### src/rtl/kwms_pkg.sv
// ----------------------------------------------------------------------------
// kwms_pkg
// Shared types and constants for the k-way merge select block.
// ----------------------------------------------------------------------------
package kwms_pkg;

    localparam int MAX_RUNS      = 16;
    localparam int RUN_IDX_W     = $clog2(MAX_RUNS);
    localparam int RUN_CNT_W     = $clog2(MAX_RUNS + 1);
    localparam int ELEMENT_WIDTH = 32;

    // stream data width: run index plus element, padded to whole bytes
    localparam int TDATA_W = ((RUN_IDX_W + ELEMENT_WIDTH + 7) / 8) * 8;

    // configuration register indexes
    localparam int CFG_IDX_W = 1;
    localparam logic [CFG_IDX_W-1:0] CFG_RUN_COUNT   = 1'd0;
    localparam logic [CFG_IDX_W-1:0] CFG_SIGNED_KEYS = 1'd1;
    localparam int CFG_DATA_W = 5;

    // input mode codes
    localparam logic MODE_RESTART = 1'b0;
    localparam logic MODE_SUPPLY  = 1'b1;

    typedef enum logic [1:0] {
        ST_IDLE,
        ST_SCAN,
        ST_DRAIN,
        ST_EMIT
    } seq_state_t;

    // sequencer to compare unit
    typedef struct packed {
        logic                 clear;
        logic                 step;
        logic [RUN_IDX_W-1:0] idx;
        logic                 live;
    } scan_ctrl_t;

endpackage

### src/rtl/kwms_head_mem.sv
// ----------------------------------------------------------------------------
// kwms_head_mem
// Head element store, one entry per run, registered read port.
// ----------------------------------------------------------------------------
module kwms_head_mem
(
    input  logic                                 clk,
    input  logic                                 wr_en,
    input  logic [kwms_pkg::RUN_IDX_W-1:0]       wr_addr,
    input  logic [kwms_pkg::ELEMENT_WIDTH-1:0]   wr_data,
    input  logic                                 rd_en,
    input  logic [kwms_pkg::RUN_IDX_W-1:0]       rd_addr,
    output logic [kwms_pkg::ELEMENT_WIDTH-1:0]   rd_data
);

    logic [kwms_pkg::ELEMENT_WIDTH-1:0] mem [kwms_pkg::MAX_RUNS];
    logic [kwms_pkg::ELEMENT_WIDTH-1:0] rd_data_reg;

    always_ff @(posedge clk)
    begin
        if (wr_en)
        begin
            mem[wr_addr] <= wr_data;
        end
    end

    always_ff @(posedge clk)
    begin
        if (rd_en)
        begin
            rd_data_reg <= mem[rd_addr];
        end
    end

    assign rd_data = rd_data_reg;

endmodule

### src/rtl/kwms_scan.sv
// ----------------------------------------------------------------------------
// kwms_scan
// Shared key comparator with running best head and best run index.
// ----------------------------------------------------------------------------
module kwms_scan
(
    input  logic                                 clk,
    input  logic                                 rst_n,
    input  kwms_pkg::scan_ctrl_t                 ctrl,
    input  logic                                 signed_keys,
    input  logic [kwms_pkg::ELEMENT_WIDTH-1:0]   rd_data,
    output logic [kwms_pkg::ELEMENT_WIDTH-1:0]   best_val,
    output logic [kwms_pkg::RUN_IDX_W-1:0]       best_idx
);

    logic                               step_d_reg;
    logic                               live_d_reg;
    logic [kwms_pkg::RUN_IDX_W-1:0]     idx_d_reg;
    logic                               found_reg;
    logic [kwms_pkg::ELEMENT_WIDTH-1:0] best_val_reg;
    logic [kwms_pkg::RUN_IDX_W-1:0]     best_idx_reg;

    logic [kwms_pkg::ELEMENT_WIDTH-1:0] sign_flip;
    logic                               best_greater;
    logic                               take;

    // signed order = unsigned order with the sign bit flipped
    assign sign_flip    = {signed_keys, {(kwms_pkg::ELEMENT_WIDTH-1){1'b0}}};
    assign best_greater = (best_val_reg ^ sign_flip) > (rd_data ^ sign_flip);
    // strict compare keeps the lower index on ties
    assign take         = step_d_reg && live_d_reg && (!found_reg || best_greater);

    always_ff @(posedge clk or negedge rst_n)
    begin
        if (!rst_n)
        begin
            step_d_reg <= 1'b0;
            found_reg  <= 1'b0;
        end
        else if (ctrl.clear)
        begin
            step_d_reg <= 1'b0;
            found_reg  <= 1'b0;
        end
        else
        begin
            step_d_reg <= ctrl.step;
            if (take)
            begin
                found_reg <= 1'b1;
            end
        end
    end

    always_ff @(posedge clk)
    begin
        live_d_reg <= ctrl.live;
        idx_d_reg  <= ctrl.idx;
        if (take)
        begin
            best_val_reg <= rd_data;
            best_idx_reg <= idx_d_reg;
        end
    end

    assign best_val = best_val_reg;
    assign best_idx = best_idx_reg;

endmodule

### src/rtl/kway_merge_select.sv
// ----------------------------------------------------------------------------
// kway_merge_select
// K-way merge engine: picks the smallest live run head by a linear scan.
// ----------------------------------------------------------------------------
// Usage: send a restart transaction (s_tuser[0] = 0), then one supply
// transaction per run (s_tuser[0] = 1) giving its first element or marking it
// exhausted (s_tuser[1]). Once run_count supplies are in, every supply yields
// one result: the smallest live head with the run to refill next (ties go to
// the lower run), or a done result (m_tuser = 1, data zero) when no run below
// run_count is live. Supplies for runs at or above run_count are dropped.
// Sequence: an input transaction that ends the fill phase or refills a run
// passes through the accept, scan, drain and emit states in that order; the
// scan runs one head per cycle through a single comparator fed by the one
// read port of the head store. A restart or a fill supply is taken in idle
// alone; a done result skips the scan and drain states. The input is held
// off (s_tready low) until the block is back in idle; a result waiting at
// the output register stalls only the next result.
// ----------------------------------------------------------------------------
module kway_merge_select
(
    input  logic                                 clk,
    input  logic                                 rst_n,

    // input stream
    input  logic                                 s_tvalid,
    output logic                                 s_tready,
    input  logic [kwms_pkg::TDATA_W-1:0]         s_tdata,  // run_index[3:0], element[35:4], zero pad
    input  logic [1:0]                           s_tuser,  // mode[0], exhausted[1]

    // result stream
    output logic                                 m_tvalid,
    input  logic                                 m_tready,
    output logic [kwms_pkg::TDATA_W-1:0]         m_tdata,  // element_out[31:0], refill_run[35:32], zero pad
    output logic [0:0]                           m_tuser,  // done_res[0]

    // configuration write channel
    input  logic                                 cfg_valid,
    output logic                                 cfg_ready,
    input  logic [kwms_pkg::CFG_IDX_W-1:0]       cfg_index,
    input  logic [kwms_pkg::CFG_DATA_W-1:0]      cfg_data
);

    localparam int RW = kwms_pkg::RUN_IDX_W;
    localparam int CW = kwms_pkg::RUN_CNT_W;
    localparam int EW = kwms_pkg::ELEMENT_WIDTH;

    // input fields
    logic          in_mode;
    logic          in_exhausted;
    logic [RW-1:0] in_run;
    logic [EW-1:0] in_elem;

    assign in_mode      = s_tuser[0];
    assign in_exhausted = s_tuser[1];
    assign in_run       = s_tdata[RW-1:0];
    assign in_elem      = s_tdata[RW+EW-1:RW];

    // configuration
    logic [CW-1:0] run_count_reg;
    logic          signed_keys_reg;

    // merge state
    kwms_pkg::seq_state_t              state_reg, state_next;
    logic [kwms_pkg::MAX_RUNS-1:0]     live_reg;
    logic [CW-1:0]                     fill_reg;
    logic [RW-1:0]                     scan_idx_reg;
    logic                              done_pend_reg;

    // output register
    logic          out_valid_reg;
    logic [EW-1:0] out_elem_reg;
    logic [RW-1:0] out_run_reg;
    logic          out_done_reg;

    // accept-time decode
    logic                          in_xfer;
    logic                          in_ok;
    logic [kwms_pkg::MAX_RUNS-1:0] live_upd;
    logic [kwms_pkg::MAX_RUNS-1:0] run_mask;
    logic                          any_live;
    logic [CW-1:0]                 fill_inc;
    logic                          gives_result;
    logic                          scan_last;
    logic                          out_free;

    // sequencer outputs
    logic                  mem_wr_en;
    logic                  mem_rd_en;
    logic                  out_load;
    kwms_pkg::scan_ctrl_t  scan_ctrl;

    logic [EW-1:0] rd_data;
    logic [EW-1:0] best_val;
    logic [RW-1:0] best_idx;

    assign in_xfer  = s_tvalid && s_tready;
    assign in_ok    = (in_mode == kwms_pkg::MODE_SUPPLY) && ({1'b0, in_run} < run_count_reg);
    assign fill_inc = fill_reg + CW'(1);
    assign out_free = !out_valid_reg || m_tready;
    assign scan_last = ({1'b0, scan_idx_reg} == (run_count_reg - CW'(1)));

    always_comb
    begin
        live_upd         = live_reg;
        live_upd[in_run] = !in_exhausted;
        for (int i = 0; i < kwms_pkg::MAX_RUNS; i++)
        begin
            run_mask[i] = (CW'(i) < run_count_reg);
        end
    end

    assign any_live     = |(live_upd & run_mask);
    // first result comes with the supply that completes the fill phase
    assign gives_result = (fill_reg >= run_count_reg) || (fill_inc >= run_count_reg);

    // next state
    always_comb
    begin
        state_next = state_reg;
        case (state_reg)
            kwms_pkg::ST_IDLE:
            begin
                if (in_xfer && in_ok && gives_result)
                begin
                    state_next = any_live ? kwms_pkg::ST_SCAN : kwms_pkg::ST_EMIT;
                end
            end
            kwms_pkg::ST_SCAN:
            begin
                if (scan_last)
                begin
                    state_next = kwms_pkg::ST_DRAIN;
                end
            end
            kwms_pkg::ST_DRAIN:
            begin
                state_next = kwms_pkg::ST_EMIT;
            end
            kwms_pkg::ST_EMIT:
            begin
                if (out_free)
                begin
                    state_next = kwms_pkg::ST_IDLE;
                end
            end
            default:
            begin
                state_next = kwms_pkg::ST_IDLE;
            end
        endcase
    end

    // sequencer outputs
    always_comb
    begin
        s_tready        = 1'b0;
        mem_wr_en       = 1'b0;
        mem_rd_en       = 1'b0;
        out_load        = 1'b0;
        scan_ctrl.clear = 1'b0;
        scan_ctrl.step  = 1'b0;
        scan_ctrl.idx   = scan_idx_reg;
        scan_ctrl.live  = live_reg[scan_idx_reg];
        case (state_reg)
            kwms_pkg::ST_IDLE:
            begin
                s_tready        = 1'b1;
                mem_wr_en       = in_xfer && in_ok && !in_exhausted;
                scan_ctrl.clear = in_xfer;
            end
            kwms_pkg::ST_SCAN:
            begin
                mem_rd_en      = 1'b1;
                scan_ctrl.step = 1'b1;
            end
            kwms_pkg::ST_DRAIN:
            begin
            end
            kwms_pkg::ST_EMIT:
            begin
                out_load = out_free;
            end
            default:
            begin
            end
        endcase
    end

    always_ff @(posedge clk or negedge rst_n)
    begin
        if (!rst_n)
        begin
            state_reg       <= kwms_pkg::ST_IDLE;
            live_reg        <= '0;
            fill_reg        <= '0;
            scan_idx_reg    <= '0;
            done_pend_reg   <= 1'b0;
            out_valid_reg   <= 1'b0;
            run_count_reg   <= CW'(kwms_pkg::MAX_RUNS);
            signed_keys_reg <= 1'b0;
        end
        else
        begin
            state_reg <= state_next;

            // configuration, the user is to write it while idle; the block does not enforce it
            if (cfg_valid && cfg_ready)
            begin
                case (cfg_index)
                    kwms_pkg::CFG_RUN_COUNT:
                    begin
                        if (cfg_data == '0)
                        begin
                            run_count_reg <= CW'(1);
                        end
                        else if (CW'(cfg_data) > CW'(kwms_pkg::MAX_RUNS))
                        begin
                            run_count_reg <= CW'(kwms_pkg::MAX_RUNS);
                        end
                        else
                        begin
                            run_count_reg <= CW'(cfg_data);
                        end
                    end
                    kwms_pkg::CFG_SIGNED_KEYS:
                    begin
                        signed_keys_reg <= cfg_data[0];
                    end
                    default:
                    begin
                    end
                endcase
            end

            // item accept
            if (in_xfer)
            begin
                scan_idx_reg <= '0;
                if (in_mode == kwms_pkg::MODE_RESTART)
                begin
                    live_reg <= '0;
                    fill_reg <= '0;
                end
                else if (in_ok)
                begin
                    live_reg      <= live_upd;
                    done_pend_reg <= !any_live;
                    if (fill_reg < run_count_reg)
                    begin
                        fill_reg <= fill_inc;
                    end
                end
            end

            if (state_reg == kwms_pkg::ST_SCAN)
            begin
                scan_idx_reg <= scan_idx_reg + RW'(1);
            end

            if (out_load)
            begin
                out_valid_reg <= 1'b1;
            end
            else if (m_tready)
            begin
                out_valid_reg <= 1'b0;
            end
        end
    end

    // result payload
    always_ff @(posedge clk)
    begin
        if (out_load)
        begin
            out_done_reg <= done_pend_reg;
            out_elem_reg <= done_pend_reg ? '0 : best_val;
            out_run_reg  <= done_pend_reg ? '0 : best_idx;
        end
    end

    assign cfg_ready = 1'b1;
    assign m_tvalid  = out_valid_reg;
    assign m_tdata   = {{(kwms_pkg::TDATA_W-RW-EW){1'b0}}, out_run_reg, out_elem_reg};
    assign m_tuser   = out_done_reg;

    kwms_head_mem u_head_mem
    (
        .clk     (clk),
        .wr_en   (mem_wr_en),
        .wr_addr (in_run),
        .wr_data (in_elem),
        .rd_en   (mem_rd_en),
        .rd_addr (scan_idx_reg),
        .rd_data (rd_data)
    );

    kwms_scan u_scan
    (
        .clk         (clk),
        .rst_n       (rst_n),
        .ctrl        (scan_ctrl),
        .signed_keys (signed_keys_reg),
        .rd_data     (rd_data),
        .best_val    (best_val),
        .best_idx    (best_idx)
    );

    // restart leaves no live run behind
    a_restart_clears: assert property (@(posedge clk) disable iff (!rst_n)
        (in_xfer && in_mode == kwms_pkg::MODE_RESTART) |=> (live_reg == '0 && fill_reg == '0))
        else $error("restart did not clear merge state");

    // scan pointer never passes the configured run count
    a_scan_range: assert property (@(posedge clk) disable iff (!rst_n)
        (state_reg == kwms_pkg::ST_SCAN) |-> ({1'b0, scan_idx_reg} < run_count_reg))
        else $error("scan index beyond run count");

    // done result carries no element
    a_done_zero: assert property (@(posedge clk) disable iff (!rst_n)
        (out_valid_reg && out_done_reg) |-> (out_elem_reg == '0 && out_run_reg == '0))
        else $error("done result with nonzero payload");

    // fill counter never exceeds the largest run count
    a_fill_bound: assert property (@(posedge clk) disable iff (!rst_n)
        fill_reg <= CW'(kwms_pkg::MAX_RUNS))
        else $error("fill count overflow");

endmodule
### config.mk
export PLATFORM = sky130hd
export DESIGN_NAME = kway_merge_select
export DESIGN_NICKNAME = d
export VERILOG_FILES = /design/src/rtl/kwms_pkg.sv /design/src/rtl/kwms_head_mem.sv /design/src/rtl/kwms_scan.sv /design/src/rtl/kway_merge_select.sv
export SDC_FILE = /design/constraint.sdc
export NUM_CORES = 1
export LEC_CHECK = 0
export ABC_CLOCK_PERIOD_IN_PS = 4900
export BUFFER_PORTS_ARGS = -buffer_cell sky130_fd_sc_hd__buf_2
export CAP_MARGIN = 20
export CORE_UTILIZATION = 45
export DETAILED_ROUTE_END_ITERATION = 6
export PLACE_DENSITY_LB_ADDON = 0.08
export SYNTH_ARGS = -nofsm -noshare
export SYNTH_HDL_FRONTEND = slang
export SYNTH_SLANG_ARGS = --single-unit
export TNS_END_PERCENT = 10
### constraint.sdc
create_clock -name clk -period 4.9 [get_ports clk]
set_input_delay 1.225 -clock clk [delete_from_list [all_inputs] [get_ports clk]]
set_output_delay 1.225 -clock clk [all_outputs]
set_load 0.1 [all_outputs]
==> results of run 1 <==
-- path summary, 6_finish.rpt --
path,to,startpoint,cells past startpoint,slack (ns)
max,u_head_mem.mem[4][13]$_DFFE_PP_,s_tdata[2],9,1.36
min,u_scan.best_idx[3]$_DFFE_PP_,u_scan.idx_d_reg[3]$_DFF_P_,0,0.42
max reg2reg,u_head_mem.mem[4][13]$_DFFE_PP_,run_count_reg[2]$_DFFE_PN0P_,9,1.49
min reg2reg,u_scan.best_idx[3]$_DFFE_PP_,u_scan.idx_d_reg[3]$_DFF_P_,0,0.42
max in group asynchronous,scan_idx_reg[1]$_DFFE_PN0P_,rst_n,1,3.47
min in group asynchronous,live_reg[13]$_DFFE_PN0P_,rst_n,1,0.76
-- metal layers --
metal | vias to the layer above | global-route usage | part of all wire
met5 | - | 0 | 0.00049
met4 | 4 | 0.0570 | 0.023
met3 | 106 | 0.0334 | 0.042
met2 | 281 | 0.305 | 0.47
met1 | 6630 | 0.274 | 0.46
li1 | 5499 | - | -
-- power breakdown --
group	internal [mW]	switching (mW)
Sequential	6.69	0.389
Combinational	1.69	2.43
Clock	3.02	2.12
Total	11.4	4.94
-- worst reg2reg max path: cells and delay by family, from the launching register on --
family          cells  cell delay [ns]
fa+ha+maj           1             0.30
compound gates      2             0.50
flops               1             0.64
buf+inv             3             0.85
simple gates        3             0.77
-- stage by stage --
stage | instance area, sq um | setup TNS (ns) | hold WS (ns) | total power [mW] | utilization
2_1_floorplan | 26400 | -184.28 | 0.345 | 10.2 | -
3_3_place_gp | 28000 | 0 | 0.393 | 11.4 | 0.485
3_5_place_dp | 28000 | 0 | 0.394 | 11.4 | 0.485
4_1_cts | 30200 | 0 | 0.417 | 16.5 | 0.523
5_1_grt | 30200 | 0 | 0.421 | 17.0 | 0.523
6_report | 30200 | 0 | 0.416 | 16.3 | 0.523
-- cell families after synthesis --
group	Yosys count	synth area share
AOI/OAI and AO/OA	97	0.0267
xor gates and xnor gates	11	0.00365
adders and majority gates	53	0.0251
buffers and inverters	119	0.0201
DFF	659	0.740
muxes	189	0.150
other	2	0.000284
and+or+nand+nor	157	0.0333
-- layout make-up --
cell class	instances	share of cell area
clock buffer	91	0.0633
sequential	659	0.647
inverter	50	0.00621
multi-input combinational	512	0.213
clock inverter	32	0.0100
timing repair buffer	120	0.0288
tap	765	0.0317
-- placed cells by master (no fill, tap or decap), drive strengths merged, types with 12 or more instances in the layout --
| cell | instances |
|---|---|
| nand2b | 12 |
| mux4 | 165 |
| buf | 120 |
| nand2 | 32 |
| nor3 | 20 |
| mux2i | 14 |
| dfrtp | 36 |
| a21o | 15 |
| clkbuf | 91 |
| clkinv | 21 |
| edfxtp | 617 |
| inv | 53 |
| a21oi | 16 |
| nor2 | 14 |
| o21ai | 26 |
| nor2b | 38 |
| ha | 53 |
==> flow_summary.ini, run 1 <==
[final_layout]
fill_cells = 4616
finalNetCount = 1519
register_area_sq_mm = 0.0196
top_register = u_head_mem.mem
syn_to_final_growth_pct = 14.5
fin_cells = 2229
largest_reg_flops = 512
diodes = 0
multi_input_area_sq_mm = 0.00644
drive_gt1_frac = 0.288

[clocking]
postCtsSetupBuffers = 0
clock_sinks = 659
clockBufferDepth = 3
cts-htree-levels = 3
cts.repair.resized = 0
cts_root_buf = clkbuf_16
hold_buffers = 0
clk_latency_ns = 0.61
clk_pin_slew_ns = 0.06
cts_tree = built
cts_made_buffers = 70

[job]
max-cap-violations = 0

[floorplan]
die_y_um = 244
dieWidth_um = 244
io_pins = 97
die_area_sq_mm = 0.0597
initial_core_util = 0.457
core_area_sq_mm = 0.0578
core.rowCount = 88

[sta]
slew_viol_final = 0
fmax_mhz = 283
timing.final.ws_setup_ns = 1.36
clock_skew_ns = 0.0183
relSlewSlack = 0.351
post-route-min-period_ns = 3.54
period_share = 0.722
hold_violations = 0
worst_slew_pin_slew_ns = 0.973
setup_viol = 0
rsz0062_at_grt = false

[power_and_ir_drop]
leakagePower_nw = 10.0
ir_drop_mv = 0.462
p_per_area_mw_per_mm2 = 540

[logic_synthesis]
syn-mean-instance-area_sq_um = 20.5
synth_most_common_cell = edfxtp_1
async_flop_share = 0.0561
synth_ff_type = edfxtp_1
synth_top_area_cell = edfxtp_1
synth.area.top_cells = edfxtp_1 (70%), mux4_2 (14%), dfrtp_1 (3.4%)
ys_types = 61
ys_top_cells_by_count = edfxtp_1 (617), mux4_2 (165), ha_1 (53)
seq_area_frac_synth = 0.740
synth_area_sq_mm = 0.0264
netlist_instances = 1287
synth_edf_count = 617
ys.warnings.count = 0
synth_top_area_share = 0.701
synth_seq_cells = 659

[worst_setup_path]
cp_slowest_stage_delay_ns = 0.42
worstPathCellList = buf_2 -> ha_1 -> or2_2 -> a31oi_2 -> o2111ai_4 -> nand2b_1 -> buf_4 -> nor3_2 -> buf_4
required_ns = 5.15
path_class = primary input to flop
cpMaxStageDelayCell = buf_4
crit_top_cell = buf_4
startpoint_type = primary input
cp_num_buf_inv = 3
critPathArrivalTime_ns = 3.79
cp_max_fo = 20
crit_family = buffers and inverters
critPathCaptureType = flop

[status]
outcome = finished clean

[drt]
wire_per_inst_um = 24.8
ant_nets = 0
post_drt_via_cell_ratio = 5.62
drt_iter0_drc = 842
drc = 0
route.vias.total = 12500
first_pass_iters = 5
wl_um = 55300

[place]
port_buffers = 87
place_congestion = 0.787
preCtsSetupSlack_ns = 0.748
placed_cells = 2106
place_hpwl_um = 31200

[global_routing]
grt_max_degree = 56
track_usage = 0.192
first_global_vias = 12800
antenna_found_initial = 7
grt-ovfl-total = 0
grt_pass1_wl_um = 83600

[worst_hold_path]
hp-class = flop to flop
Note: power is estimated with default switching activity, not from simulation.
==> run 2, diff against run 1 <==
--- a/config.mk
+++ b/config.mk
@@ -5,7 +5,7 @@
 export SDC_FILE = /design/constraint.sdc
 export NUM_CORES = 1
 export LEC_CHECK = 0
-export ABC_CLOCK_PERIOD_IN_PS = 4900
+export ABC_CLOCK_PERIOD_IN_PS = 2950
 export BUFFER_PORTS_ARGS = -buffer_cell sky130_fd_sc_hd__buf_2
 export CAP_MARGIN = 20
 export CORE_UTILIZATION = 45
==> constraint.sdc (replaced) <==
create_clock -name clk -period 2.95 [get_ports clk]
set_input_delay 0.7375 -clock clk [delete_from_list [all_inputs] [get_ports clk]]
set_output_delay 0.7375 -clock clk [all_outputs]
set_load 0.1 [all_outputs]
==> run 2 against run 1 <==
  * Total power is 69% higher
  * Clock power is 67% higher
  * Die area stayed put
  * Cell area is 2.1% higher
  * Sequential power is 64% higher
  * Routed wire length is 2.8% higher
  * Flip-flop and latch count stayed put
  * Global-route usage is 0.64 points higher
  * Worst hold slack worse by 0.23 ns
  * Cell count is 2.0% higher
==> flow_summary.ini, run 2 (synthesized netlist as in run 1, its figures left out) <==
[place]
place_hpwl_um = 34200
preCtsSetupSlack_ns = -0.0593
port_buffers = 87
place_congestion = 0.805

[drt]
drc = 0
post_drt_via_cell_ratio = 5.54
first_pass_iters = 5
drt_iter0_drc = 867
wire_per_inst_um = 25.0
route.vias.total = 12600
wl_um = 56900
ant_nets = 0

[sta]
timing.final.ws_setup_ns = 0.259
rsz0062_at_grt = false
slew_viol_final = 0
fmax_mhz = 372
tns_ns = 0
setup_viol = 0
hold_violations = 0
period_share = 0.912
relSlewSlack = 0.461
worst_slew_pin_slew_ns = 0.808
post-route-min-period_ns = 2.69
clock_skew_ns = 0.0158

[global_routing]
antenna_found_initial = 5
grt_use_met3 = 0.0335
first_global_vias = 13300
grt-busiest-layer = met2
grt_max_degree = 50
grt-ovfl-total = 0
grt_use_met1 = 0.281
track_usage = 0.199
use_met2 = 0.316
grt_pass1_wl_um = 86600

[clocking]
cts_made_buffers = 71
hold_buffers = 0
cts_tree = built
postCtsSetupBuffers = 0
cts_root_buf = clkbuf_16
cts-htree-levels = 3
clockBufferDepth = 3
clk_pin_slew_ns = 0.06
clk_latency_ns = 0.61
clock_sinks = 659
cts.repair.resized = 0

[worst_setup_path]
cpMaxStageDelayCell = buf_2
cp_slowest_stage_delay_ns = 0.48
cp_num_buf_inv = 2
crit_family = buffers and inverters
critPathCaptureType = output pin
startpoint_type = flop
cp_max_fo = 8
path_depth = 3
path_class = flop to output pin
critPathArrivalTime_ns = 1.95
worstPathCellList = inv_1 -> ha_2 -> buf_2
required_ns = 2.21
rr_worst_depth = 9

[power_and_ir_drop]
pwr-share-seq = 0.421
switching_share = 0.303
ir_drop_mv = 0.768
p_switching_mw = 8.35
p_per_area_mw_per_mm2 = 892
p_comb_frac = 0.266
clockPowerShare = 0.312
leakagePower_nw = 10.4
p_int_mw = 19.2

[status]
outcome = finished clean

[final_layout]
layout_common_cells = edfxtp_1 (617), mux4_2 (165), buf_2 (87)
final_common_cell = edfxtp_1
finalNetCount = 1556
drive_gt1_frac = 0.305
largest_reg_flops = 512
fill_cells = 4554
top_register = u_head_mem.mem
syn_to_final_growth_pct = 16.9

[floorplan]
dieWidth_um = 244
io_pins = 97
core_area_sq_mm = 0.0578
core.rowCount = 88
die_y_um = 244
die_area_sq_mm = 0.0597
initial_core_util = 0.457

[job]
max-cap-violations = 0

[worst_hold_path]
hp-class = primary input to asynchronous set/reset pin
==> run 2: layer usage <==
metal / up-vias / wire [um] / share of wire
li1: 5581 / - / -
met1: 6607 / 25400 / 0.45
met2: 311 / 27400 / 0.48
met3: 88 / 2570 / 0.045
met4: 0 / 1380 / 0.024
met5: - / 0 / 0
==> run 2: final timing paths <==
kind                       slack [ns]                          from                               to
min in group clk                 0.40                   cfg_data[0]      signed_keys_reg$_DFFE_PN0P_
setup reg to reg                 0.29  run_count_reg[1]$_DFFE_PN0P_  u_head_mem.mem[4][23]$_DFFE_PP_
max in group asynchronous        2.08                         rst_n     run_count_reg[4]$_DFFE_PN1P_
hold reg to reg                  0.41   u_scan.idx_d_reg[2]$_DFF_P_     u_scan.best_idx[2]$_DFFE_PP_
hold / removal                   0.19                         rst_n         live_reg[11]$_DFFE_PN0P_
setup / recovery                 0.26      state_reg[0]$_DFFE_PN0P_                         s_tready
==> run 2: cell type report <==
cell class,instances,area [sq um],area share
Clock buffer,95,1950,0.0632
Timing Repair Buffer,156,1340,0.0435
Multi-Input combinational cell,512,6570,0.213
Clock inverter,35,297,0.00961
Inverter,50,188,0.00608
Sequential cell,659,19600,0.634
Antenna cell,1,2.50,0.0000811
Tap cell,765,957,0.0310
==> run 2: per-stage QoR <==
| stage | area, sq um | total power, mW | hold WS (ns) | cells | util |
|---|---|---|---|---|---|
| floorplan | 26700 | 17.0 | 0.345 | 1290 | - |
| global placement | 28600 | 19.2 | 0.391 | 2142 | 0.495 |
| detailed placement | 28600 | 19.3 | 0.394 | 2142 | 0.495 |
| CTS | 30900 | 27.9 | 0.195 | 2272 | 0.534 |
| global route | 30900 | 28.7 | 0.220 | 2273 | 0.534 |
| finish | 30900 | 27.5 | 0.185 | 2273 | 0.534 |
==> run 2: power by group through the flow <==
stage                     logic (mW)  registers [mW]  clock network, mW
after floorplan                 4.34            12.7                  0
after global placement          7.45            11.8                  0
after detailed placement        7.47            11.8                  0
after CTS                       7.48            11.6               8.83
after global routing            7.87            11.7               9.16
final                           7.34            11.6               8.60
